==> config.mk <==
export PLATFORM = sky130hd
export DESIGN_NAME = rc6_keyexp
export DESIGN_NICKNAME = d
export VERILOG_FILES = /design/src/rc6_pkg.sv /design/src/rc6_keyexp.sv
export SDC_FILE = /design/constraint.sdc
export NUM_CORES = 1
export LEC_CHECK = 0
export BUFFER_PORTS_ARGS = -buffer_cell sky130_fd_sc_hd__buf_2
export CORE_ASPECT_RATIO = 0.8
export CORE_MARGIN = 3
export CORE_UTILIZATION = 57
export DETAILED_ROUTE_END_ITERATION = 8
export PLACE_DENSITY = 0.81
export SKIP_CTS_REPAIR_TIMING = 1
export SYNTH_ARGS = -nofsm -noshare
export SYNTH_HDL_FRONTEND = slang
export SYNTH_SLANG_ARGS = --single-unit
==> constraint.sdc <==
create_clock -name clk -period 8.8 [get_ports clk]
set_input_delay 1.76 -clock clk [delete_from_list [all_inputs] [get_ports clk]]
set_output_delay 1.76 -clock clk [all_outputs]
set_load 0.005 [all_outputs]
==> src/rc6_pkg.sv <==
`timescale 1ns / 1ps
`default_nettype none

package rc6_pkg;

  localparam int unsigned ROUNDS_DEF = 20;
  localparam int unsigned WORD_W     = 32;
  localparam int unsigned KEY_PARTS  = 4;
  localparam int unsigned KPW        = $clog2(KEY_PARTS);
  localparam int unsigned KEY_WORDS  = 8;
  localparam int unsigned CFG_IDX_W  = 8;
  localparam int unsigned CFG_DATA_W = 64;
  localparam int unsigned QDEPTH     = 2;

  localparam logic [WORD_W-1:0] P32 = 32'hB7E15163;
  localparam logic [WORD_W-1:0] Q32 = 32'h9E3779B9;

  typedef logic [WORD_W-1:0] word_t;

  typedef struct packed {
    word_t a;
    word_t b;
    word_t c;
    word_t d;
  } blk_t;

  // Control from the key expander to the subkey store.
  typedef struct packed {
    logic wr_en;
    logic rd_en;
    logic done;
  } kx_ctl_t;

  function automatic word_t rotl(word_t x, logic [4:0] s);
    return (x << s) | (x >> (6'd32 - {1'b0, s}));
  endfunction

  // Quadratic mixing function of one RC6 round: rotl(x * (2x + 1), 5).
  function automatic word_t rc6_f(word_t x);
    word_t p;
    p = x * ((x << 1) | 32'd1);
    return rotl(p, 5'd5);
  endfunction

endpackage

`default_nettype wire

==> src/rc6_keyexp.sv <==
`timescale 1ns / 1ps
`default_nettype none

module rc6_keyexp #(
  parameter  int unsigned ROUNDS = rc6_pkg::ROUNDS_DEF,
  localparam int unsigned TBL    = 2 * ROUNDS + 4,
  localparam int unsigned AW     = $clog2(TBL)
) (
  input  logic                            clk,
  input  logic                            rst_n,
  input  logic                            cfg_valid,
  output logic                            cfg_ready,
  input  logic [rc6_pkg::CFG_IDX_W-1:0]   cfg_index,
  input  logic [rc6_pkg::CFG_DATA_W-1:0]  cfg_data,
  input  logic                            back_busy,
  output rc6_pkg::kx_ctl_t                kx_ctl,
  output logic [AW-1:0]                   kx_wr_addr,
  output rc6_pkg::word_t                  kx_wr_data,
  output logic [AW-1:0]                   kx_rd_addr,
  input  rc6_pkg::word_t                  kx_rd_data
);
  import rc6_pkg::*;

  localparam int unsigned MIX = 3 * ((TBL > KEY_WORDS) ? TBL : KEY_WORDS);
  localparam int unsigned KW  = $clog2(MIX);

  typedef enum logic {KX_IDLE, KX_RUN} kx_state_t;

  kx_state_t             state_r;
  logic [CFG_DATA_W-1:0] key_r [KEY_PARTS];
  word_t                 lw_r [KEY_WORDS];
  word_t                 seed_r;
  word_t                 a_r;
  word_t                 b_r;
  logic [AW-1:0]         i_r;
  logic [KW-1:0]         k_r;
  logic                  lap0_r;
  logic                  expanded_r;
  logic                  cfg_hit;
  logic                  last_i;
  word_t                 s_cur;
  word_t                 a_nxt;
  word_t                 b_nxt;
  logic [4:0]            b_sh;

  assign cfg_ready = 1'b1;
  assign cfg_hit   = cfg_valid && (cfg_index < CFG_IDX_W'(KEY_PARTS));
  assign last_i    = (i_r == AW'(TBL - 1));

  // During the first lap over the table the entry still holds its seed value,
  // which is generated here; later laps read back what the earlier lap wrote.
  always_comb begin
    s_cur = lap0_r ? seed_r : kx_rd_data;
    a_nxt = rotl(s_cur + a_r + b_r, 5'd3);
    b_sh  = a_nxt[4:0] + b_r[4:0];
    b_nxt = rotl(lw_r[0] + a_nxt + b_r, b_sh);
  end

  assign kx_ctl.wr_en = (state_r == KX_RUN);
  assign kx_ctl.rd_en = (state_r == KX_RUN);
  assign kx_ctl.done  = expanded_r;
  assign kx_wr_addr   = i_r;
  assign kx_wr_data   = a_nxt;
  assign kx_rd_addr   = last_i ? '0 : AW'(i_r + 1'b1);

  always_ff @(posedge clk) begin
    if (!rst_n) begin
      state_r    <= KX_IDLE;
      expanded_r <= 1'b0;
      for (int p = 0; p < KEY_PARTS; p++) begin
        key_r[p] <= '0;
      end
    end else begin
      case (state_r)
        KX_IDLE: begin
          if (!expanded_r && !back_busy) begin
            for (int p = 0; p < KEY_PARTS; p++) begin
              lw_r[2*p]   <= key_r[p][WORD_W-1:0];
              lw_r[2*p+1] <= key_r[p][2*WORD_W-1:WORD_W];
            end
            seed_r  <= P32;
            a_r     <= '0;
            b_r     <= '0;
            i_r     <= '0;
            k_r     <= '0;
            lap0_r  <= 1'b1;
            state_r <= KX_RUN;
          end
        end
        KX_RUN: begin
          a_r <= a_nxt;
          b_r <= b_nxt;
          // Key words rotate through a shift line, so the current one is always at the head.
          for (int q = 0; q < KEY_WORDS - 1; q++) begin
            lw_r[q] <= lw_r[q+1];
          end
          lw_r[KEY_WORDS-1] <= b_nxt;
          seed_r <= seed_r + Q32;
          if (last_i) begin
            i_r    <= '0;
            lap0_r <= 1'b0;
          end else begin
            i_r <= AW'(i_r + 1'b1);
          end
          k_r <= KW'(k_r + 1'b1);
          if (k_r == KW'(MIX - 1)) begin
            expanded_r <= 1'b1;
            state_r    <= KX_IDLE;
          end
        end
        default: begin
          state_r <= KX_IDLE;
        end
      endcase
      // A key write abandons any expansion under way; it restarts from the new key.
      if (cfg_hit) begin
        key_r[cfg_index[KPW-1:0]] <= cfg_data;
        expanded_r                <= 1'b0;
        state_r                   <= KX_IDLE;
      end
    end
  end

  a_cfg_restart: assert property (@(posedge clk) disable iff (!rst_n)
    cfg_hit |=> !expanded_r && (state_r == KX_IDLE))
    else $error("key write did not restart key expansion");

  a_finish: assert property (@(posedge clk) disable iff (!rst_n)
    (state_r == KX_RUN && k_r == KW'(MIX - 1) && !cfg_hit) |=> expanded_r)
    else $error("key expansion did not complete after its last pass");

  a_run_not_done: assert property (@(posedge clk) disable iff (!rst_n)
    (state_r == KX_RUN) |-> !expanded_r)
    else $error("subkey table reported ready while expansion is running");

endmodule

`default_nettype wire

Word level (Yosys, flattened, before mapping):

Memory sizes are Yosys's and may differ from the RTL's.
Index checks and enable logic that the tools add are counted.

* RAM bits: 512
* memories kept: 2
* bits in read-only memories: 0
* bits in registers: 113
* bits in latches: 0
* word-level logic and storage cells: 85
* input bits: 108
* output and inout port bits: 48

Memory list
* key_r: depth 4, bits a word 64, rd ports 4, clocked after memory_dff 0, wr ports 4, RTL line rc6_keyexp.sv:30 `logic [CFG_DATA_W-1:0] key_r [KEY_PARTS];`
* lw_r: depth 8, bits a word 32, rd ports 8, clocked after memory_dff 0, wr ports 8, RTL line rc6_keyexp.sv:31 `word_t lw_r [KEY_WORDS];`

* $mul: 0
* shift operators: 2
* equal/unequal tests: 4
* $add $sub $neg: 9
* divide/modulo/power cells: 0
* $lt $le $gt $ge: 1
* multiplexer cells: 38
* bitwise logic cells: 12
* reductions and logical operators: 9

Operator list (number)
* 2-to-1 mux 32 bit: 11
* case mux 32 bit (2 select lines): 3
* adder 32 bit: 4
* 2-to-1 mux 64 bit: 1
* OR reduction 64 bit: 1
* adder 32 bit, second input constant: 1
* bitwise OR 32 x 3 -> 32 bit: 1
* bitwise OR 32 bit: 1
* left shift 32 x 5 -> 32 bit: 1
* >> shifter 32 x 6 -> 32 bit: 1
* case mux 8 bit (2 select lines): 1
* 2-to-1 mux 1 bit: 15
* 2-to-1 mux 6 bit: 2
* case mux 6 bit (2 select lines): 1
* adder 8 x 1 -> 8 bit, second input constant: 1
* equality test 8 bit, second input constant: 1
* < comparator 8 x 3 -> 1 bit, second input constant: 1
* 2-to-1 mux 8 bit: 1
* bitwise OR 1 bit: 8
* adder 6 x 1 -> 6 bit, second input constant: 1
* equality test 6 bit, second input constant: 1
* subtractor 6 x 5 -> 6 bit, first input constant: 1
* adder 5 bit: 1
* case mux 1 bit (2 select lines): 2
* other kinds (9): 13

Logic depth before layout (Yosys ltp):

Gate-level depths: netlist of the first run.

* word-level depth: 9
* gate-level depth with buffers: 36
* mapped depth without buffers: 30

Least setup slack after synthesis of the first run:

Ideal clock, no wire load.

* path type: input port to flip-flop
* from: input kx_rd_data[0]
* to: memory lw_r[1][97] in the netlist's numbering, data pin
* data required time: 8.539 ns
* path slack: -0.785 ns
* stages on the path: 31
* arrival time: 9.324 ns
* path buffers: 3
* library setup time: 0.261 ns
* path through: mux2_2 > fa_1 > ha_1 > fa_1 > a21o_1 > a21oi_1 > o211ai_1 > a211oi_1 > o211a_1 > a21o_1 > o31ai_1 > a2111oi_0 > a31oi_1 > nand2_1 > ha_1 > clkbuf_1 > buf_1 > clkbuf_8 > nand2_1 > nand2b_1 > ha_1 > fa_1 > a21o_1 > a221o_2 > o211a_1 > or3_4 > and2_4 > mux4_2 > a2111o_1 > a211oi_2 > o21ai_1

RTL lines
* from (decl): RTL line rc6_keyexp.sv:20 `input rc6_pkg::word_t kx_rd_data`
* to (decl): RTL line rc6_keyexp.sv:31

==> results.py, run 1 <==
metrics = {
    "die": {
        "die-area_um2": 66100,
        "num_rows": 81,
        "core_um2": 61700,
        "die_w_um": 287,
        "ioPinCount": 156,
        "die_h_um": 231,
        "start_util_pct": 58.2,
    },
    "logic_synthesis": {
        "async_flop_share_pct": 0,
        "syn_nets": 3341,
        "yosysSeqAreaShare_pct": 52.2,
        "avgSynthCellArea_um2": 11.6,
        "syn_inst": 3100,
        "yosysWarnings": 0,
        "synthFlopType": "edfxtp_1",
        "synth.distinct_cells": 102,
        "ys_ff_latch": 625,
        "synth-edff-count": 623,
        "synth_area_um2": 35900,
    },
    "sta": {
        "fin_crit_sh_pct": 100,
        "fmax_ghz": 0.113,
        "worstMarginPinSlew_ns": 1.11,
        "period_minus_slack_ns": 8.82,
        "final.setup_skew_ns": 0.0457,
        "fin_ws_ns": -0.0197,
        "drv_slew": 0,
        "hold_viol_final": 0,
        "relSlewSlack_pct": 25.7,
        "rsz0062_at_grt": "true",
        "finalSetupViolCount": 1,
        "fin_hold_ws_ns": 0.509,
    },
    "detailed_routing": {
        "firstDrtPassIters": 6,
        "drt_iter0_markers": 3410,
        "wl_per_cell_um": 26.6,
        "drt-total-wl_um": 120000,
        "drc": 0,
        "viasPerCell": 6.29,
        "ant_nets": 0,
        "route.vias.total": 28500,
    },
    "worst_setup_path": {
        "cp_top_family": "compound AO/OA/AOI/OAI gates",
        "cpMaxStageDelayCell": "mux4_2",
        "critical_path_buf_inv_count": 3,
        "critPathKind": "input pin to register",
        "critPathRequiredTime_ns": 9.18,
        "cp_slowest_stage_delay_ns": 0.53,
        "start_kind": "input pin",
        "crit_arrival_ns": 9.20,
        "crit_fanout": 7,
        "endpoint_kind": "register",
        "timing.critical_path.mode_cell": "fa_2",
    },
    "global_routing": {
        "antenna_found_initial": 3,
        "grt_pass1_wl_um": 178000,
        "grt_max_degree": 147,
        "grt-ovfl-total": 0,
        "grt_pass1_vias": 28200,
        "groute.usage.overall_pct": 35.9,
    },
    "clock_tree": {
        "clock-sinks": 625,
        "cts_buffers": 59,
        "clk_latency_ns": 0.65,
        "path_clk_slew_ns": 0.07,
        "cts_buffer_depth": 3,
        "cts_tree": "done",
        "cts.htree.levels": 2,
        "cts-root-buf": "clkbuf_16",
    },
    "placed_design": {
        "post-dp-hpwl_um": 88300,
        "place_ws_ns": -1.27,
        "portBuffers": 154,
        "globalplace.congestion": 1.05,
    },
    "hold_path": {
        "hold_path.class": "register to register",
    },
    "finish": {
        "nFillCells": 4239,
        "final_util_pct": 71.5,
        "n_antenna_cell": 0,
        "nNetsFinal": 3892,
        "drive_above_1_share_pct": 33.0,
        "area_growth_pct": 22.8,
    },
    "job": {
        "drv_cap": 0,
    },
    "status": {
        "violations": "setup timing",
        "status": "complete, but fails checks",
    },
}
==> through the flow <==
| step | cells | area, µm² | TNS [ns] |
|---|---|---|---|
| 3_5_place_dp | 4385 | 40800 | -67.00 |
| 5_1_grt | 4530 | 44100 | -7.11 |
| 6_report | 4530 | 44100 | -0.0197 |
| 4_1_cts | 4495 | 42700 | -26.66 |
| 3_3_place_gp | 4385 | 40800 | -63.98 |
| 2_1_floorplan | 3100 | 36000 | -0.0440 |
==> routing by layer <==
metal / routed length, µm / global-route usage (%) / share of wire [%] / vias to the layer above
met5: 0 / 0 / 0 / -
met4: 4770 / 12.5 / 4.0 / 0
met2: 54100 / 55.4 / 45 / 1448
met1: 51100 / 52.0 / 42 / 14300
li1: - / - / - / 12600
met3: 10500 / 6.02 / 8.7 / 221
==> cell usage in the layout, fill, tap and decap left out, types with 59 or more instances in the layout <==
master | Yosys | layout
nor2_1 | 214 | 213
clkbuf_16 | 0 | 59
ha_1 | 69 | 64
edfxtp_1 | 623 | 623
buf_2 | 9 | 153
and2_1 | 220 | 219
and3_1 | 78 | 75
o21ai_0 | 75 | 63
a21oi_1 | 134 | 112
inv_1 | 175 | 174
buf_4 | 4 | 484
mux2_2 | 236 | 229
nand2_1 | 245 | 240
fa_1 | 64 | 60
==> sequential cells by signal (all words and copies together) (netlist names) <==
signal / flops
key_r: 256
lw_r: 256
a_r: 32
b_r: 32
seed_r: 32
k_r: 8
kx_wr_addr: 6
expanded_r: 1
lap0_r: 1
state_r: 1
==> worst paths after layout <==
path / start / end / slack, ns / depth (start not counted)
max reg2reg: lap0_r / lw_r[1][97] / 0.37 / 30
max: kx_rd_data[2] / lw_r[1][97] / -0.02 / 30
min reg2reg: key_r[3][1] / lw_r[1][65] / 0.51 / 2
min: key_r[3][1] / lw_r[1][65] / 0.51 / 2
==> final cells by class <==
type / count / area, µm² / area share (%)
Clock inverter: 48 / 395 / 0.896
Sequential cell: 625 / 18700 / 42.5
Multi-Input combinational cell: 2116 / 16900 / 38.3
Tap cell: 830 / 1040 / 2.35
Timing Repair Buffer: 673 / 4890 / 11.1
Inverter: 176 / 661 / 1.50
Clock buffer: 62 / 1490 / 3.37
==> Yosys cell counts (64+ instances only) <==
cell / instances / area [µm²]
mux2_2: 236 / 2660
clkbuf_1: 145 / 544
and3_1: 78 / 488
a21oi_1: 134 / 671
o21ai_0: 75 / 375
inv_1: 175 / 657
nor2_1: 214 / 803
ha_1: 69 / 863
nand2_1: 245 / 920
edfxtp_1: 623 / 18700
fa_1: 64 / 1280
and2_1: 220 / 1380
==> tightest hold or removal path: stages, from the launching register on <==
cell      delay (ns)
edfxtp_1        0.32
nand2_1         0.05
nand2_1         0.06
==> logic make-up after synthesis <==
| kind of cell | after synthesis | synth area share [%] |
|---|---|---|
| other | 1 | 0.0104 |
| AO/OA/AOI/OAI | 611 | 11.9 |
| adder cells (fa/ha/maj) | 133 | 5.97 |
| flip-flops | 625 | 52.2 |
| buffers and inverters | 359 | 4.14 |
| multiplexers | 293 | 9.66 |
| AND/OR/NAND/NOR | 992 | 14.0 |
| XOR/XNOR | 86 | 2.10 |
Power of run 1 is left out: the tool's default activity adds up to more than one toggle a clock period on the data nets, which glitch-free logic cannot reach.
==> inputs of run 2 (changes only) <==
--- a/config.mk
+++ b/config.mk
@@ -8,9 +8,9 @@
 export BUFFER_PORTS_ARGS = -buffer_cell sky130_fd_sc_hd__buf_2
 export CORE_ASPECT_RATIO = 0.8
 export CORE_MARGIN = 3
-export CORE_UTILIZATION = 57
+export CORE_UTILIZATION = 67
 export DETAILED_ROUTE_END_ITERATION = 8
-export PLACE_DENSITY = 0.81
+export PLACE_DENSITY = 0.89
 export SKIP_CTS_REPAIR_TIMING = 1
 export SYNTH_ARGS = -nofsm -noshare
 export SYNTH_HDL_FRONTEND = slang
==> constraint.sdc (replaced) <==
create_clock -name clk -period 11.5 [get_ports clk]
set_input_delay 2.3 -clock clk [delete_from_list [all_inputs] [get_ports clk]]
set_output_delay 2.3 -clock clk [all_outputs]
set_load 0.005 [all_outputs]
==> run 2 against run 1 <==
The flow now finishes without violations. Die area fell by 15%. Global-route usage rose by 5.3 points. Highest routed layer is now met5. Largest cell class unchanged. Flip-flop and latch count did not move. Setup slack improved by 0.91 ns. Via count fell by 3.1%. Non-clock buffer count decreased by 441. Cell count is 13% lower. Critical endpoint is now b_r[7]. Clock skew fell by 0.020 ns.
==> results.py, run 2 (same netlist as run 1, synthesis figures left out) <==
metrics = {
    "sta": {
        "relSlewSlack_pct": 20.9,
        "finalSetupViolCount": 0,
        "setup_tns_ns": 0,
        "rsz0062_at_grt": "false",
        "hold_viol_final": 0,
        "worstMarginPinSlew_ns": 1.19,
        "fmax_ghz": 0.0942,
        "fin_crit_sh_pct": 92.3,
        "final.setup_skew_ns": 0.0257,
        "fin_ws_ns": 0.887,
        "drv_slew": 0,
        "period_minus_slack_ns": 10.61,
    },
    "detailed_routing": {
        "drt-total-wl_um": 117000,
        "viasPerCell": 6.99,
        "route.vias.total": 27600,
        "drt_iter0_markers": 3884,
        "firstDrtPassIters": 8,
        "drc": 0,
        "ant_nets": 0,
        "wl_per_cell_um": 29.7,
    },
    "finish": {
        "n_antenna_cell": 0,
        "final_common_cell": "edfxtp_1",
        "nFillCells": 3151,
        "final_util_pct": 74.8,
        "area_growth_pct": 9.86,
        "final_cell_mix": "edfxtp_1, nand2_1, mux2_2",
        "reg.largest.list": "key_r x256, lw_r x256",
        "final-seq-area_um2": 18700,
        "multiInputGateArea_um2": 15800,
        "nNetsFinal": 3449,
        "drive_above_1_share_pct": 19.6,
    },
    "status": {
        "status": "completed",
    },
    "placed_design": {
        "globalplace.congestion": 1.05,
        "portBuffers": 154,
        "place_ws_ns": 0.586,
        "post-dp-hpwl_um": 81700,
    },
    "worst_setup_path": {
        "crit_fanout": 7,
        "start_kind": "input pin",
        "critPathRequiredTime_ns": 11.83,
        "crit_arrival_ns": 10.94,
        "critical_path_buf_inv_count": 3,
        "cpMaxStageDelayCell": "o31ai_1",
        "cp_slowest_stage_delay_ns": 0.69,
        "critPathKind": "input pin to register",
        "cp_top_family": "compound AO/OA/AOI/OAI gates",
        "endpoint_kind": "register",
    },
    "global_routing": {
        "groute.usage.overall_pct": 41.2,
        "grt-ovfl-total": 0,
        "grt_pass1_vias": 27100,
        "grt_max_degree": 170,
        "grt_pass1_wl_um": 173000,
        "antenna_found_initial": 1,
    },
    "die": {
        "start_util_pct": 68.1,
        "num_rows": 75,
        "die-area_um2": 56400,
        "die_w_um": 265,
        "ioPinCount": 156,
        "die_h_um": 213,
        "core_um2": 52700,
    },
    "clock_tree": {
        "path_clk_slew_ns": 0.07,
        "cts_tree": "done",
        "clk_latency_ns": 0.64,
        "cts_buffers": 57,
        "clock-sinks": 625,
        "cts-root-buf": "clkbuf_16",
        "cts.htree.levels": 2,
        "cts_buffer_depth": 3,
    },
    "job": {
        "drv_cap": 0,
    },
    "hold_path": {
        "hold_path.class": "register to register",
    },
}
## run 2: worst reg2reg max path: cells and delay by family, from the launching register on
kind	cells	cell delay, ns
fa+ha+maj	5	1.91
flops	1	0.79
mux	1	0.38
buf+inv	3	0.75
compound gates	16	4.81
simple gates	6	0.95
## run 2: metal layers
layer  vias to the layer above  part of all wire (%)  track usage, %
met5                         -                 0.011               0
met4                         2                   5.9            20.6
met3                       368                    12            8.89
met2                      2071                    44            62.9
met1                     13500                    38            56.8
li1                      11700                     -               -
## run 2: final cells by class
cell class	count	share of cell area (%)
clock buffer	67	3.81
inverter	176	1.67
multi-input combinational	2116	40.1
clock inverter	38	1.19
timing repair buffer	232	3.56
tap	693	2.20
sequential	625	47.5
## run 2: final timing paths
check / startpoint / to / slack [ns] / cells after the start
hold reg to reg: key_r[3][14] / lw_r[1][78] / 0.50 / 2
setup / recovery: kx_rd_data[0] / b_r[7] / 0.89 / 32
setup reg to reg: lap0_r / b_r[7] / 1.62 / 31
hold / removal: key_r[3][14] / lw_r[1][78] / 0.50 / 2
## run 2: metrics by stage
stage	cells	cell area, µm²	hold slack, ns
floorplan	3100	35900	0.484
global placement	3842	37500	0.492
detailed placement	3842	37500	0.498
CTS	3947	39500	0.513
global route	3947	39500	0.544
finish	3947	39500	0.503
Power of run 2 is left out for the same reason.
