**config.mk**
```make
export PLATFORM = sky130hd
export DESIGN_NAME = rc6_front
export DESIGN_NICKNAME = d
export VERILOG_FILES = /design/src/rc6_pkg.sv /design/src/rc6_front.sv
export SDC_FILE = /design/constraint.sdc
export NUM_CORES = 1
export LEC_CHECK = 0
export ABC_CLOCK_PERIOD_IN_PS = 6250
export BUFFER_PORTS_ARGS = -buffer_cell sky130_fd_sc_hd__clkbuf_2
export CORE_MARGIN = 10
export CORE_UTILIZATION = 45
export DETAILED_ROUTE_END_ITERATION = 6
export GPL_ROUTABILITY_DRIVEN = 0
export PLACE_DENSITY = 0.73
export SLEW_MARGIN = 20
export SYNTH_ARGS = -nofsm -noshare
export SYNTH_HDL_FRONTEND = slang
export SYNTH_SLANG_ARGS = --single-unit
export TNS_END_PERCENT = 1
```
**constraint.sdc**
```tcl
create_clock -name clk -period 6.25 [get_ports clk]
set_clock_uncertainty 0.15 [all_clocks]
set_input_delay 0.3125 -clock clk [delete_from_list [all_inputs] [get_ports clk]]
set_output_delay 0.3125 -clock clk [all_outputs]
set_load 0.02 [all_outputs]
```
**src/rc6_pkg.sv**
```systemverilog
`timescale 1ns / 1ps
`default_nettype none

package rc6_pkg;

  localparam int unsigned ROUNDS_DEF = 20;
  localparam int unsigned WORD_W     = 32;
  localparam int unsigned KEY_PARTS  = 4;
  localparam int unsigned KPW        = $clog2(KEY_PARTS);
  localparam int unsigned KEY_WORDS  = 8;
  localparam int unsigned CFG_IDX_W  = 8;
  localparam int unsigned CFG_DATA_W = 64;
  localparam int unsigned QDEPTH     = 2;

  localparam logic [WORD_W-1:0] P32 = 32'hB7E15163;
  localparam logic [WORD_W-1:0] Q32 = 32'h9E3779B9;

  typedef logic [WORD_W-1:0] word_t;

  typedef struct packed {
    word_t a;
    word_t b;
    word_t c;
    word_t d;
  } blk_t;

  // Control from the key expander to the subkey store.
  typedef struct packed {
    logic wr_en;
    logic rd_en;
    logic done;
  } kx_ctl_t;

  function automatic word_t rotl(word_t x, logic [4:0] s);
    return (x << s) | (x >> (6'd32 - {1'b0, s}));
  endfunction

  // Quadratic mixing function of one RC6 round: rotl(x * (2x + 1), 5).
  function automatic word_t rc6_f(word_t x);
    word_t p;
    p = x * ((x << 1) | 32'd1);
    return rotl(p, 5'd5);
  endfunction

endpackage

`default_nettype wire

```
**src/rc6_front.sv**
```systemverilog
`timescale 1ns / 1ps
`default_nettype none

module rc6_front (
  input  logic          clk,
  input  logic          rst_n,
  input  logic          in_valid,
  output logic          in_stall,
  input  rc6_pkg::blk_t in_blk,
  output logic          blk_valid,
  input  logic          blk_pop,
  output rc6_pkg::blk_t blk
);
  import rc6_pkg::*;

  localparam int unsigned QAW = (QDEPTH > 1) ? $clog2(QDEPTH) : 1;
  localparam int unsigned CW  = $clog2(QDEPTH + 1);

  blk_t           q_r [QDEPTH];
  logic [QAW-1:0] wr_ptr_r;
  logic [QAW-1:0] rd_ptr_r;
  logic [CW-1:0]  cnt_r;
  logic           push;
  logic           pop;

  assign in_stall  = (cnt_r == CW'(QDEPTH));
  assign push      = in_valid && !in_stall;
  assign blk_valid = (cnt_r != '0);
  assign pop       = blk_pop && blk_valid;
  assign blk       = q_r[rd_ptr_r];

  always_ff @(posedge clk) begin
    if (push) begin
      q_r[wr_ptr_r] <= in_blk;
    end
  end

  always_ff @(posedge clk) begin
    if (!rst_n) begin
      wr_ptr_r <= '0;
      rd_ptr_r <= '0;
      cnt_r    <= '0;
    end else begin
      if (push) begin
        wr_ptr_r <= (wr_ptr_r == QAW'(QDEPTH - 1)) ? '0 : QAW'(wr_ptr_r + 1'b1);
      end
      if (pop) begin
        rd_ptr_r <= (rd_ptr_r == QAW'(QDEPTH - 1)) ? '0 : QAW'(rd_ptr_r + 1'b1);
      end
      if (push && !pop) begin
        cnt_r <= CW'(cnt_r + 1'b1);
      end else if (pop && !push) begin
        cnt_r <= CW'(cnt_r - 1'b1);
      end
    end
  end

endmodule

`default_nettype wire

```
=== After elaboration in Yosys (flattened, before gate mapping) ===
Memories as Yosys holds them, arrays and structs flattened. A register that Yosys moved wholly into a read port is not among the register bits.
Index checks and enable logic that the tools add are counted.

* Memories: 1
* Flip-flop bits (word level): 4
* Output and inout port bits: 130
* RAM bits: 256

* Eq/ne operators: 1
* Add/sub/neg operators: 4
* Multiplexer cells: 8
* Reductions and logical operators: 9

{| class="wikitable"
|+ Memories
! memory !! words !! bits a word !! rd ports !! clocked after Yosys merged registers in !! wr ports !! RTL line !! text
|-
| q_r || 2 || 128 || 1 || 1 || 1 || rc6_front.sv:19 || <nowiki>blk_t q_r [QDEPTH];</nowiki>
|}

{| class="wikitable"
|+ Operators by type and width
! operator !! count
|-
| 1-bit 2-to-1 mux || 6
|-
| 1-bit logical AND || 4
|-
| 2-bit 2-to-1 mux || 2
|-
| 2-bit nonzero test || 2
|-
| 1-bit zero test || 3
|-
| 1-bit adder, second input constant || 2
|-
| 2-bit by 1-bit adder with 2-bit output, second input constant || 1
|-
| 2-bit == test, second input constant || 1
|-
| 2-bit by 1-bit subtractor with 2-bit output, second input constant || 1
|}

=== Depth between registers and ports, before layout ===
Gate-level depths: netlist of run 1.

* Depth after elaboration: 7
* Depth in mapped cells: 7

=== Worst setup path before layout of run 1 ===
Ideal clock, no wire load.

* Path type: reg2reg
* Start point: register cnt_r[0]
* End point: memory q_r[0][0] in the netlist's numbering, enable pin
* Setup time: 0.594 ns
* Clock period less this slack: 6.335 ns
* Data arrival time: 5.592 ns
* Stages on the path, launching flop included: 4
* Path buffers: 0
* Setup slack: -0.085 ns
* Path through: dfxtp_1 nand2b_1 inv_1 nor3_2

* Cells in the longest elaborated chain, start to end: 5

{| class="wikitable"
|+ RTL lines
! item !! RTL line !! text
|-
| from (decl) || rc6_front.sv:22 || <nowiki>logic [CW-1:0] cnt_r;</nowiki>
|-
| from (signal assigned) || rc6_front.sv:51 || <nowiki>cnt_r <= CW'(cnt_r + 1'b1);</nowiki>
|-
| from (signal assigned) || rc6_front.sv:53 || <nowiki>cnt_r <= CW'(cnt_r - 1'b1);</nowiki>
|-
| 2-bit == test || rc6_front.sv:26 || <nowiki>assign in_stall = (cnt_r == CW'(QDEPTH));</nowiki>
|-
| via in_stall || rc6_front.sv:8 || <nowiki>output logic in_stall,</nowiki>
|-
| 1-bit zero test || rc6_front.sv:27 || <nowiki>assign push = in_valid && !in_stall;</nowiki>
|-
| 1-bit logical AND || rc6_front.sv:27 ||
|-
| 1-bit 2-to-1 mux || rc6_front.sv:33 || <nowiki>if (push) begin</nowiki>
|-
| 1-bit 2-to-1 mux (implied by the code) || rc6_front.sv:34 || <nowiki>q_r[wr_ptr_r] <= in_blk;</nowiki>
|-
| to (decl) || rc6_front.sv:19 ||
|}

The timed path passes the listed nets, and every way through them passes these cells.

==> results_tabular.tex, run 1 <==
\begin{tabular}{lr}
\hline
Metric & Value \\
\hline
\multicolumn{2}{l}{\textbf{Status}} \\
\quad Result of the run & finished clean \\
\multicolumn{2}{l}{\textbf{CTS}} \\
\quad CTS tree & built \\
\quad Clock edge transition at the registers on the reported setup and hold paths & 0.06 ns \\
\quad Clock Sink Count & 261 \\
\quad CTS H-Tree Depth & 1 \\
\quad Number of cells upsized or downsized after cts & 0 \\
\quad Clock buffer depth & 3 \\
\quad Postcts setup bufs & 0 \\
\quad Count of hold buffers inserted by post-cts repair & 129 \\
\quad Insertion delay to the later sink of the worst-skew pair & 0.51 ns \\
\quad Clock buffer count from CTS & 27 \\
\quad CTS root buf & clkbuf\_16 \\
\multicolumn{2}{l}{\textbf{Yosys}} \\
\quad Area leader, netlist & edfxtp\_1 \\
\quad Most numerous cell in the Yosys netlist & edfxtp\_1 \\
\quad Unique masters post-synth & 21 \\
\quad Number of enable flip-flop cells after synthesis & 256 \\
\quad Most used DFF post-synth & edfxtp\_1 \\
\quad Post-Synthesis Cells & 423 \\
\quad Top cells by area, synth & edfxtp\_1 (81\%), mux2\_2 (15\%), buf\_6 (1.2\%), dfxtp\_1 (1.1\%), buf\_4 (0.32\%) \\
\quad Area of the mapped netlist & 0.009508 sq mm \\
\quad Synthesized area divided by synthesized cell count & 22.48 sq um \\
\quad Sequential area share after synthesis & 81.91\% \\
\quad Yosys warning total & 0 \\
\quad Number of flip-flops and latches in the synthesized netlist & 261 \\
\quad Net count after synthesis & 556 \\
\quad Portion of synthesized cell area occupied by the leading cell type & 80.85\% \\
\quad Async set-or-reset flop fraction in the synthesized netlist & 0\% \\
\quad Top cells by count, synth & edfxtp\_1 (256), mux2\_2 (128), buf\_6 (10) \\
\multicolumn{2}{l}{\textbf{Finish}} \\
\quad Count of placed standard cells in the final layout, fillers left out & 1128 \\
\quad Area growth from synthesis to layout & 39.10\% \\
\quad Layout cell share with drive strength beyond 1 & 51.00\% \\
\quad Non-Filler Cell Area, Final & 0.01323 sq mm \\
\quad Number of nets in the finished design & 966 \\
\multicolumn{2}{l}{\textbf{Floorplanning}} \\
\quad Die area & 0.02734 sq mm \\
\quad Number of rows created at floorplan & 53 \\
\quad Chip Width & 165.4 microns \\
\quad Starting density of the core & 45.52\% \\
\quad Y dimension of the die & 165.4 microns \\
\quad I/O pin count & 262 \\
\quad Core Box Area & 0.02089 sq mm \\
\multicolumn{2}{l}{\textbf{Detailed routing}} \\
\quad Ratio of routed vias to standard cells & 4.824 \\
\quad Vias & 5441 \\
\quad Final Routed Wirelength & 22210 microns \\
\quad Routed Antenna Nets & 0 \\
\quad Violation count after the first detailed-route iteration & 233 \\
\quad DRC & 0 \\
\quad Routed wire per std cell & 19.69 microns \\
\quad Drt first pass iters & 4 \\
\multicolumn{2}{l}{\textbf{Placed design}} \\
\quad Total placed cells including tap cells & 950 \\
\quad Number of I/O port buffers & 261 \\
\quad Standard cell area after detailed placement & 0.01109 sq mm \\
\quad DP HPWL & 13950 microns \\
\multicolumn{2}{l}{\textbf{Global route}} \\
\quad Overall fraction of global-route tracks in use & 15.40\% \\
\quad Maximum number of pins on one net before global-route repair & 67 \\
\quad Initial antenna violation count & 2 \\
\quad Wire length of the first global-routing pass & 33360 microns \\
\quad Total overflow reported by the global router & 0 \\
\quad Number of global-route vias before repair & 6121 \\
\multicolumn{2}{l}{\textbf{Setup path}} \\
\quad Data arrival time of the critical path & 2.88 ns \\
\quad Max stage delay cell, worst path & dfxtp\_4 \\
\quad Critical path startpoint category & register \\
\quad Slowest cell delay on critical path & 0.92 ns \\
\quad Worst Path Max Fanout & 66 \\
\quad Sort of element at the end of the critical path & output pin \\
\quad Critical setup path kind & reg -> out \\
\quad Cell-by-cell trace of the critical path & buf\_4 > mux2\_2 > clkbuf\_2 \\
\quad Data required time at the worst endpoint & 5.79 ns \\
\multicolumn{2}{l}{\textbf{Timing}} \\
\quad Worst Hold Margin & 0.04255 ns \\
\quad Final setup violation count & 0 \\
\quad Fin. max-slew vios & 0 \\
\quad Fin crit share & 53.49\% \\
\quad Min Clock Period, post-route & 3.343 ns \\
\quad Setup repair after global routing missed its margin & no \\
\quad Final sum of negative setup slack & 0 ns \\
\quad Achievable frequency & 299.1 MHz \\
\quad Headroom to the max-slew limit & 38.93\% \\
\quad Worst-Margin Slew & 0.9160 ns \\
\quad Hold violation total from the final report & 0 \\
\multicolumn{2}{l}{\textbf{Pwr}} \\
\quad Leak Pwr & 5.035 nW \\
\quad Power per cell area & 397.2 mW/mm\^{}2 \\
\quad Maximum vdd drop & 0.3186 mV \\
\multicolumn{2}{l}{\textbf{Run}} \\
\quad Max cap viols & 0 \\
\multicolumn{2}{l}{\textbf{Min path}} \\
\quad Tightest Hold Check Type & in -> reg \\
\hline
\end{tabular}
## placed cells by master (no fill, tap or decap), types with 2 or more instances in the layout
cell type / netlist / layout
dfxtp_1: 5 / 4
clkinv_1: 0 / 6
clkbuf_1: 0 / 5
dlygate4sd3_1: 0 / 129
clkbuf_2: 0 / 261
edfxtp_1: 256 / 256
diode_2: 0 / 2
xnor2_1: 2 / 2
clkbuf_16: 0 / 27
bufinv_16: 0 / 3
and2_1: 3 / 3
inv_1: 2 / 2
mux2_2: 128 / 128
buf_4: 4 / 4
clkinv_2: 0 / 5
## worst paths after layout
check / from / endpoint / slack [ns] / cells after the start
setup / recovery: register / blk[79] / 2.91 / 3
hold / removal: in_valid / wr_ptr_r$_SDFFE_PN0P_ / 0.04 / 3
setup reg to reg: cnt_r[0]$_SDFFE_PN0P_ / q_r[1][105]$_DFFE_PP_ / 3.39 / 3
hold reg to reg: cnt_r[1]$_SDFFE_PN0P_ / cnt_r[1]$_SDFFE_PN0P_ / 0.40 / 2
## flip-flops by register name, indices dropped and copies added (netlist names), named ones only
| register | count |
|---|---|
| rd_ptr_r | 1 |
| wr_ptr_r | 1 |
| cnt_r | 2 |
| q_r | 256 |
## power breakdown
| group | total (mW) | internal [mW] | switching, mW |
|---|---|---|---|
| clock network | 1.52 | 0.910 | 0.609 |
| registers | 2.32 | 2.20 | 0.117 |
| logic | 1.42 | 0.581 | 0.835 |
## per-stage QoR
stage	util (%)	setup slack, ns	power (mW)
3_3_place_gp	52.95	3.443	3.666
6_report	63.31	2.907	5.253
3_5_place_dp	53.08	3.373	3.711
5_1_grt	63.31	2.751	5.480
2_1_floorplan	-	1.930	3.285
4_1_cts	63.29	2.852	5.302
## layer usage
| metal | part of all wire (%) | track usage [%] |
|---|---|---|
| met3 | 9.0 | 4.859 |
| met2 | 51 | 26.98 |
| met1 | 38 | 17.97 |
| met5 | 0 | 0 |
| met4 | 1.8 | 4.030 |
## cell families (layout without fill, tap and decap cells)
kind of cell | Yosys count | after routing | share of synthesized area (%)
adder cells (fa/ha/maj) | 1 | 1 | 0.1316
AO/OA/AOI/OAI | 5 | 5 | 0.3421
XOR/XNOR | 3 | 3 | 0.2764
multiplexers | 128 | 128 | 15.16
flip-flops | 261 | 261 | 81.91
buffers and inverters | 16 | 444 | 1.579
other | 0 | 2 | 0
AND/OR/NAND/NOR | 9 | 9 | 0.6055
## worst max-delay path: cells and delay by family (launching register included)
kind	cells	cell delay [ns]
mux	1	0.42
buf+inv	2	0.92
flops	1	0.92
## cell type report
cell class	instances	area (sq um)
inverter	2	7.507
clock inverter	15	146.4
timing repair buffer	395	2655
fill	1460	7664
tap	275	344.1
clock buffer	32	694.4
multi-input combinational	146	1582
antenna	2	5.005
sequential	261	7791
Note: power is estimated with default switching activity, not from simulation.
==> run 2: changes to the inputs <==
--- a/config.mk
+++ b/config.mk
@@ -5,13 +5,13 @@
 export SDC_FILE = /design/constraint.sdc
 export NUM_CORES = 1
 export LEC_CHECK = 0
-export ABC_CLOCK_PERIOD_IN_PS = 6250
+export ABC_CLOCK_PERIOD_IN_PS = 3100
 export BUFFER_PORTS_ARGS = -buffer_cell sky130_fd_sc_hd__clkbuf_2
 export CORE_MARGIN = 10
 export CORE_UTILIZATION = 45
 export DETAILED_ROUTE_END_ITERATION = 6
 export GPL_ROUTABILITY_DRIVEN = 0
-export PLACE_DENSITY = 0.73
+export PLACE_DENSITY = 0.7
 export SLEW_MARGIN = 20
 export SYNTH_ARGS = -nofsm -noshare
 export SYNTH_HDL_FRONTEND = slang
==> constraint.sdc (replaced) <==
create_clock -name clk -period 3.1 [get_ports clk]
set_clock_uncertainty 0.15 [all_clocks]
set_input_delay 0.155 -clock clk [delete_from_list [all_inputs] [get_ports clk]]
set_output_delay 0.155 -clock clk [all_outputs]
set_load 0.02 [all_outputs]
==> run 2 against run 1 <==
Effect of this change:
- design area rose by 0.53%
- setup slack got worse by 2.4 ns
- routed wire length fell by 4.4%
- die area did not move
- final cell count rose by 0.44%
- count of clock-buffer cells in the layout fell by 2
- critical path type unchanged
==> results_tabular.tex, run 2 (synthesis results as in run 1) <==
\begin{tabular}{lr}
\hline
Metric & Value \\
\hline
\multicolumn{2}{l}{\textbf{Status}} \\
\quad Result of the run & finished clean (unchanged) \\
\multicolumn{2}{l}{\textbf{Finish}} \\
\quad Most flop-heavy register & q\_r (unchanged) \\
\quad Fillers & 1431 (was 1460) \\
\quad Number of nets in the finished design & 970 (was 966) \\
\quad Sequential cell area & 0.007792 sq mm (was 0.007791 sq mm) \\
\quad Area taken by multi-input logic gates & 0.001589 sq mm (was 0.001582 sq mm) \\
\quad Top library cells by usage in the layout, fill and taps aside & clkbuf\_2 (261), edfxtp\_1 (256), dlygate4sd3\_1 (131) (was clkbuf\_2 (261), edfxtp\_1 (256), dlygate4sd3\_1 (129)) \\
\quad Layout cell share with drive strength beyond 1 & 51.58\% (was 51.00\%) \\
\quad Count of placed standard cells in the final layout, fillers left out & 1133 (was 1128) \\
\quad Most common library cell in the layout ignoring fill and taps & clkbuf\_2 (unchanged) \\
\quad Max FFs per register & 256 (unchanged) \\
\quad Leading registers by flop count & q\_r x256, cnt\_r x2 (unchanged) \\
\quad Non-Filler Cell Area, Final & 0.01330 sq mm (was 0.01323 sq mm) \\
\quad Area growth from synthesis to layout & 39.83\% (was 39.10\%) \\
\multicolumn{2}{l}{\textbf{Timing}} \\
\quad Final setup violation count & 0 (unchanged) \\
\quad Achievable frequency & 389.6 MHz \\
\quad Fin. max-slew vios & 0 (unchanged) \\
\quad Hold violation total from the final report & 0 (unchanged) \\
\quad Setup repair after global routing missed its margin & no (unchanged) \\
\quad Headroom to the max-slew limit & 56.09\% (was 38.93\%) \\
\quad Worst-Margin Slew & 0.6587 ns (was 0.9160 ns) \\
\quad Fin crit share & 82.81\% \\
\quad Min Clock Period, post-route & 2.567 ns \\
\multicolumn{2}{l}{\textbf{Global route}} \\
\quad Maximum number of pins on one net before global-route repair & 88 (was 67) \\
\quad Overall fraction of global-route tracks in use & 14.89\% (was 15.40\%) \\
\quad Total overflow reported by the global router & 0 (unchanged) \\
\quad Wire length of the first global-routing pass & 32270 microns (was 33360 microns) \\
\quad Number of global-route vias before repair & 6075 (was 6121) \\
\quad Initial antenna violation count & 1 (was 2) \\
\multicolumn{2}{l}{\textbf{CTS}} \\
\quad Postcts setup bufs & 0 (unchanged) \\
\quad Clock Sink Count & 261 (unchanged) \\
\quad CTS tree & built (unchanged) \\
\quad Clock buffer count from CTS & 26 (was 27) \\
\quad CTS H-Tree Depth & 1 (unchanged) \\
\quad Clock edge transition at the registers on the reported setup and hold paths & 0.06 ns (about the same) \\
\quad Clock buffer depth & 3 (unchanged) \\
\quad CTS root buf & clkbuf\_16 (unchanged) \\
\quad Insertion delay to the later sink of the worst-skew pair & 0.51 ns (about the same) \\
\multicolumn{2}{l}{\textbf{Setup path}} \\
\quad Bufs and invs on worst path & 2 (unchanged) \\
\quad Critical setup path kind & reg -> out (unchanged) \\
\quad Data arrival time of the critical path & 2.26 ns (was 2.88 ns) \\
\quad Max stage delay cell, worst path & dfxtp\_4 (unchanged) \\
\quad Worst Path Max Fanout & 45 (was 66) \\
\quad Sort of element at the end of the critical path & output pin (unchanged) \\
\quad Count of cells along the worst register-to-register path & 6 (was 3) \\
\quad Critical path startpoint category & register (unchanged) \\
\quad Slowest cell delay on critical path & 0.77 ns (was 0.92 ns) \\
\quad Data required time at the worst endpoint & 2.79 ns (was 5.79 ns) \\
\quad Critical path depth & 3 (unchanged) \\
\quad Cell family with most CP delay & flip-flops (unchanged) \\
\quad Cell-by-cell trace of the critical path & buf\_4 > mux2\_2 > clkbuf\_2 (unchanged) \\
\multicolumn{2}{l}{\textbf{Placed design}} \\
\quad Number of I/O port buffers & 261 (unchanged) \\
\quad DP HPWL & 13580 microns (was 13950 microns) \\
\quad Standard cell area after detailed placement & 0.01115 sq mm (was 0.01109 sq mm) \\
\quad Total placed cells including tap cells & 953 (was 950) \\
\multicolumn{2}{l}{\textbf{Floorplanning}} \\
\quad Core Box Area & 0.02089 sq mm (unchanged) \\
\quad Chip Width & 165.4 microns (unchanged) \\
\quad Y dimension of the die & 165.4 microns (unchanged) \\
\quad I/O pin count & 262 (unchanged) \\
\quad Starting density of the core & 45.52\% (unchanged) \\
\quad Number of rows created at floorplan & 53 (unchanged) \\
\quad Die area & 0.02734 sq mm (unchanged) \\
\multicolumn{2}{l}{\textbf{Min path}} \\
\quad Tightest Hold Check Type & in -> reg (unchanged) \\
\quad Worst Hold Depth & 2 (was 3) \\
\multicolumn{2}{l}{\textbf{Detailed routing}} \\
\quad Routed Antenna Nets & 0 (unchanged) \\
\quad Vias & 5419 (was 5441) \\
\quad Routed wire per std cell & 18.73 microns (was 19.69 microns) \\
\quad Drt first pass iters & 4 (unchanged) \\
\quad DRC & 0 (unchanged) \\
\quad Violation count after the first detailed-route iteration & 231 (was 233) \\
\quad Ratio of routed vias to standard cells & 4.783 (was 4.824) \\
\quad Final Routed Wirelength & 21220 microns (was 22210 microns) \\
\multicolumn{2}{l}{\textbf{Pwr}} \\
\quad Post-layout power & 10.56 mW (was 5.253 mW) \\
\quad Leak Pwr & 5.053 nW (was 5.035 nW) \\
\quad Design internal power & 7.397 mW (was 3.693 mW) \\
\quad Clock share of power & 28.4\% (was 28.9\%) \\
\quad Psw & 3.166 mW (was 1.561 mW) \\
\quad Power share of the sequential group & 43.9\% (was 44.1\%) \\
\quad Sw frac & 29.97\% (was 29.71\%) \\
\quad Maximum vdd drop & 0.5816 mV (was 0.3186 mV) \\
\quad Power per cell area & 794.5 mW/mm\^{}2 (was 397.2 mW/mm\^{}2) \\
\quad Combinational group share of total power & 27.7\% (was 27.0\%) \\
\multicolumn{2}{l}{\textbf{Run}} \\
\quad Max cap viols & 0 (unchanged) \\
\hline
\end{tabular}
[run 2: changes by cell type in the layout (fill, tap and decap cells not counted), sizes merged]
cell	previous run	this run
diode	2	1
bufinv	3	2
clkbuf	293	291
clkinv	11	13
buf	5	8
dlygate4sd3	129	131
clkinvlp	0	3
inv	3	2
[run 2: cell type report]
cell class,count,area share (%)
clock buffers,30,5.167
inverters,2,0.07529
repair buffers,400,20.52
well taps,275,2.588
diodes,1,0.01882
clock inverters,18,1.073
flip-flops and latches,261,58.61
multi-input cells,146,11.95
[run 2: what timing repair did]
action | in CTS | in global routing
resized for setup | 0 | 0
hold buffers | 131 | 0
endpoints found under the hold margin | 261 | 0
[run 2: layer usage]
metal | vias up | GRT usage (%) | share of wire (%)
li1 | 2518 | - | -
met1 | 2628 | 16.32 | 36
met2 | 229 | 26.73 | 52
met3 | 44 | 5.032 | 9.5
met4 | 0 | 4.509 | 2.6
met5 | - | 0 | 0
[run 2: power by group through the flow]
stage	Sequential [mW]	Clock, mW	Combinational, mW
3_3_place_gp	4.69	0	2.76
5_1_grt	4.68	3.22	3.13
3_5_place_dp	4.71	0	2.81
2_1_floorplan	4.63	0	2.00
4_1_cts	4.64	3.07	2.96
6_report	4.63	3.00	2.93
[run 2: final timing paths]
path / from / end / slack (ns)
min: in_valid / q_r[1][71]$_DFFE_PP_ / 0.14
min reg2reg: cnt_r[1]$_SDFFE_PN0P_ / cnt_r[1]$_SDFFE_PN0P_ / 0.41
max: register / blk[7] / 0.53
max reg2reg: cnt_r[0]$_SDFFE_PN0P_ / wr_ptr_r$_SDFFE_PN0P_ / 0.96
[run 2: metrics by stage]
step	util, %	hold WS (ns)	setup TNS [ns]	setup WS [ns]
3_3_place_gp	53.39	0.1934	0	1.116
4_1_cts	63.64	0.1222	0	0.5000
5_1_grt	63.65	0.1435	0	0.4227
2_1_floorplan	-	0.1039	-278.24	-1.120
6_report	63.65	0.1375	0	0.5330
3_5_place_dp	53.39	0.1973	0	1.069
==> run 3: changes to the inputs <==
--- a/config.mk
+++ b/config.mk
@@ -5,7 +5,8 @@
 export SDC_FILE = /design/constraint.sdc
 export NUM_CORES = 1
 export LEC_CHECK = 0
-export ABC_CLOCK_PERIOD_IN_PS = 3100
+export ABC_AREA = 1
+export ABC_CLOCK_PERIOD_IN_PS = 2400
 export BUFFER_PORTS_ARGS = -buffer_cell sky130_fd_sc_hd__clkbuf_2
 export CORE_MARGIN = 10
 export CORE_UTILIZATION = 45
==> constraint.sdc (replaced) <==
create_clock -name clk -period 2.4 [get_ports clk]
set_clock_uncertainty 0.15 [all_clocks]
set_input_delay 0.12 -clock clk [delete_from_list [all_inputs] [get_ports clk]]
set_output_delay 0.12 -clock clk [all_outputs]
set_load 0.02 [all_outputs]
==> run 3 against run 2 <==
Effect of this change:
- combinational power increased by 19%
- routed wire length rose by 4.0%
- non-clock buffer count decreased by 1
- power rose by 28%
- synthesized cell count rose by 2.8%
- setup slack got worse by 0.34 ns
- count of clock-buffer cells in the layout up 4
- clock power increased by 38%
- register-to-register slack lost 0.54 ns
- largest cell class unchanged
- largest power group unchanged
==> results_tabular.tex, run 3 <==
\begin{tabular}{lr}
\hline
Metric & Value \\
\hline
\multicolumn{2}{l}{\textbf{Min path}} \\
\quad Tightest Hold Check Type & in -> reg (unchanged) \\
\multicolumn{2}{l}{\textbf{CTS}} \\
\quad Postcts setup bufs & 0 (unchanged) \\
\quad Clock edge transition at the registers on the reported setup and hold paths & 0.06 ns (about the same) \\
\quad Clock Sink Count & 261 (unchanged) \\
\quad Clock buffer count from CTS & 27 (was 26) \\
\quad Clock buffer depth & 3 (unchanged) \\
\quad Insertion delay to the later sink of the worst-skew pair & 0.51 ns (about the same) \\
\quad CTS root buf & clkbuf\_16 (unchanged) \\
\quad CTS H-Tree Depth & 1 (unchanged) \\
\quad CTS tree & built (unchanged) \\
\multicolumn{2}{l}{\textbf{Global route}} \\
\quad Number of global-route vias before repair & 6293 (was 6075) \\
\quad Initial antenna violation count & 1 (unchanged) \\
\quad Total overflow reported by the global router & 0 (unchanged) \\
\quad Wire length of the first global-routing pass & 34570 microns (was 32270 microns) \\
\quad Maximum number of pins on one net before global-route repair & 87 (was 88) \\
\quad Overall fraction of global-route tracks in use & 15.42\% (was 14.89\%) \\
\multicolumn{2}{l}{\textbf{Setup path}} \\
\quad Sort of element at the end of the critical path & output pin (unchanged) \\
\quad Critical setup path kind & reg -> out (unchanged) \\
\quad Critical path startpoint category & register (unchanged) \\
\quad Worst Path Max Fanout & 42 (was 45) \\
\quad Data arrival time of the critical path & 1.93 ns (was 2.26 ns) \\
\quad Data required time at the worst endpoint & 2.13 ns (was 2.79 ns) \\
\multicolumn{2}{l}{\textbf{Yosys}} \\
\quad Top cells by area, synth & edfxtp\_1 (81\%), mux2\_2 (15\%), clkbuf\_8 (1.2\%), dfxtp\_1 (1.0\%), buf\_6 (0.71\%) (was edfxtp\_1 (81\%), mux2\_2 (15\%), buf\_6 (1.2\%), dfxtp\_1 (1.1\%), buf\_4 (0.32\%)) \\
\quad Number of enable flip-flop cells after synthesis & 256 (unchanged) \\
\quad Sequential area share after synthesis & 81.56\% (was 81.91\%) \\
\quad Portion of synthesized cell area occupied by the leading cell type & 80.51\% (was 80.85\%) \\
\quad Async set-or-reset flop fraction in the synthesized netlist & 0\% (unchanged) \\
\quad Most numerous cell in the Yosys netlist & edfxtp\_1 (unchanged) \\
\quad Number of flip-flops and latches in the synthesized netlist & 261 (unchanged) \\
\quad Area of the mapped netlist & 0.009548 sq mm (was 0.009508 sq mm) \\
\quad Area leader, netlist & edfxtp\_1 (unchanged) \\
\quad Net count after synthesis & 568 (was 556) \\
\quad Synthesized area divided by synthesized cell count & 21.95 sq um (was 22.48 sq um) \\
\quad Unique masters post-synth & 15 (was 21) \\
\quad Top cells by count, synth & edfxtp\_1 (256), mux2\_2 (128), nor2\_1 (9) (was edfxtp\_1 (256), mux2\_2 (128), buf\_6 (10)) \\
\quad Post-Synthesis Cells & 435 (was 423) \\
\quad Most used DFF post-synth & edfxtp\_1 (unchanged) \\
\quad Yosys warning total & 0 (unchanged) \\
\multicolumn{2}{l}{\textbf{Pwr}} \\
\quad Power per cell area & 1014 mW/mm\^{}2 (was 794.5 mW/mm\^{}2) \\
\quad Maximum vdd drop & 0.9564 mV (was 0.5816 mV) \\
\quad Design internal power & 9.670 mW (was 7.397 mW) \\
\quad Clock share of power & 30.5\% (was 28.4\%) \\
\quad Combinational group share of total power & 25.8\% (was 27.7\%) \\
\quad Sw frac & 28.65\% (was 29.97\%) \\
\quad Power share of the sequential group & 43.7\% (was 43.9\%) \\
\quad Psw & 3.883 mW (was 3.166 mW) \\
\quad Leak Pwr & 5.105 nW (was 5.053 nW) \\
\multicolumn{2}{l}{\textbf{Timing}} \\
\quad Hold violation total from the final report & 0 (unchanged) \\
\quad Min Clock Period, post-route & 2.202 ns \\
\quad Setup repair after global routing missed its margin & no (unchanged) \\
\quad Final setup violation count & 0 (unchanged) \\
\quad Achievable frequency & 454.1 MHz \\
\quad Fin. max-slew vios & 0 (unchanged) \\
\quad Worst-Margin Slew & 0.6213 ns (was 0.6587 ns) \\
\quad Final worst slack & 0.1978 ns (was 0.5330 ns) \\
\quad Final sum of negative setup slack & 0 ns (unchanged) \\
\quad Headroom to the max-slew limit & 58.58\% (was 56.09\%) \\
\quad Fin crit share & 91.76\% \\
\multicolumn{2}{l}{\textbf{Floorplanning}} \\
\quad Number of rows created at floorplan & 53 (unchanged) \\
\quad Y dimension of the die & 165.7 microns (was 165.4 microns) \\
\quad Chip Width & 165.7 microns (was 165.4 microns) \\
\quad Core Box Area & 0.02096 sq mm (was 0.02089 sq mm) \\
\quad I/O pin count & 262 (unchanged) \\
\quad Starting density of the core & 45.56\% (was 45.52\%) \\
\quad Die area & 0.02744 sq mm (was 0.02734 sq mm) \\
\multicolumn{2}{l}{\textbf{Detailed routing}} \\
\quad Vias & 5465 (was 5419) \\
\quad Ratio of routed vias to standard cells & 4.781 (was 4.783) \\
\quad Drt first pass iters & 6 (was 4) \\
\quad Routed Antenna Nets & 0 (unchanged) \\
\quad DRC & 0 (unchanged) \\
\quad Routed wire per std cell & 19.30 microns (was 18.73 microns) \\
\quad Final Routed Wirelength & 22060 microns (was 21220 microns) \\
\quad Violation count after the first detailed-route iteration & 281 (was 231) \\
\multicolumn{2}{l}{\textbf{Finish}} \\
\quad Final core area utilization & 63.75\% (was 63.65\%) \\
\quad Most common library cell in the layout ignoring fill and taps & clkbuf\_2 (unchanged) \\
\quad Layout cell share with drive strength beyond 1 & 50.98\% (was 51.58\%) \\
\quad Area taken by multi-input logic gates & 0.001579 sq mm (was 0.001589 sq mm) \\
\quad Max FFs per register & 256 (unchanged) \\
\quad Leading registers by flop count & q\_r x256, cnt\_r x2 (unchanged) \\
\quad Most flop-heavy register & q\_r (unchanged) \\
\quad Number of nets in the finished design & 982 (was 970) \\
\quad Top library cells by usage in the layout, fill and taps aside & clkbuf\_2 (261), edfxtp\_1 (256), dlygate4sd3\_1 (132) (was clkbuf\_2 (261), edfxtp\_1 (256), dlygate4sd3\_1 (131)) \\
\quad Sequential cell area & 0.007794 sq mm (was 0.007792 sq mm) \\
\quad Area growth from synthesis to layout & 39.92\% (was 39.83\%) \\
\quad Non-Filler Cell Area, Final & 0.01336 sq mm (was 0.01330 sq mm) \\
\quad Fillers & 1468 (was 1431) \\
\multicolumn{2}{l}{\textbf{Placed design}} \\
\quad Number of I/O port buffers & 261 (unchanged) \\
\quad Standard cell area after detailed placement & 0.01115 sq mm (about the same) \\
\quad DP HPWL & 13910 microns (was 13580 microns) \\
\quad Place WS & 0.6547 ns (was 1.069 ns) \\
\multicolumn{2}{l}{\textbf{Status}} \\
\quad Result of the run & finished clean (unchanged) \\
\multicolumn{2}{l}{\textbf{Run}} \\
\quad Max cap viols & 0 (unchanged) \\
\hline
\end{tabular}
## run 3: cell types whose count changed in the layout (fill, tap and decap cells not counted), moves of 2 or more
cell / previous run / this run
xnor2_1: 2 / 0
nor2_1: 1 / 7
clkbuf_8: 0 / 2
nand2_1: 0 / 7
buf_4: 4 / 2
inv_1: 1 / 7
bufinv_16: 2 / 4
and2_1: 3 / 0
clkinvlp_4: 3 / 1
nor2_4: 0 / 2
clkinv_1: 7 / 2
clkbuf_1: 3 / 5
## run 3: layer usage
metal	up-vias	GRT usage [%]	part of all wire (%)
met5	-	0	0
met4	0	4.622	3.1
met3	48	4.733	6.9
met2	191	27.96	52
met1	2676	16.90	38
li1	2550	-	-
## run 3: critical path, stage by stage (launching register included)
cell,delay [ns]
dfxtp_4,0.35
buf_4,0.47
mux2_2,0.42
clkbuf_2,0.16
## run 3: cell families after synthesis
| kind of cell | count (synthesis) | share of synthesized area [%] |
|---|---|---|
| and+or+nand+nor | 18 | 0.7470 |
| muxes | 128 | 15.10 |
| adders and majority gates | 1 | 0.1310 |
| AOI/OAI and AO/OA | 5 | 0.2882 |
| buffers and inverters | 22 | 2.175 |
| DFF | 261 | 81.56 |
## run 3: worst paths after layout
| path | cells past startpoint | end | slack (ns) | from |
|---|---|---|---|---|
| worst max register to register | 6 | cnt_r[0]$_SDFFE_PN0P_ | 0.42 | cnt_r[1]$_SDFFE_PN0P_ |
| worst max-delay path | 3 | blk[33] | 0.20 | register |
| worst min register to register | 2 | rd_ptr_r$_SDFFE_PN0P_ | 0.37 | rd_ptr_r$_SDFFE_PN0P_ |
| worst min-delay path | 2 | q_r[1][41]$_DFFE_PP_ | 0.19 | in_blk[41] |
## run 3: power groups by stage
stage	sequential, mW	clock, mW	combinational [mW]
after floorplan	5.99	0	2.29
after global placement	5.98	0	3.29
after detailed placement	6.02	0	3.33
after CTS	5.93	4.24	3.54
after global routing	5.98	4.41	3.75
final	5.93	4.13	3.49
## run 3: timing repair
| action | 4_1_cts | 5_1_grt |
|---|---|---|
| hold buffers | 132 | 0 |
| endpoints found under the setup margin | 0 | 0 |
| resized for setup | 0 | 0 |
| hold endpoints to repair | 261 | 0 |
## run 3: area by class of cell
| type | instances | share of cell area (%) |
|---|---|---|
| inverters | 8 | 0.2248 |
| diodes | 1 | 0.01873 |
| repair buffers | 399 | 20.38 |
| multi-input cells | 152 | 11.82 |
| clock buffers | 34 | 5.404 |
| well taps | 275 | 2.576 |
| clock inverters | 13 | 1.236 |
| flip-flops and latches | 261 | 58.34 |
## run 3: per-stage QoR
step	hold WS (ns)	std cells	total power, mW
floorplan	0.06887	435	8.283
global placement	0.1588	963	9.262
detailed placement	0.1622	963	9.353
CTS	0.1560	1142	13.71
global route	0.1710	1143	14.14
finish	0.1867	1143	13.55
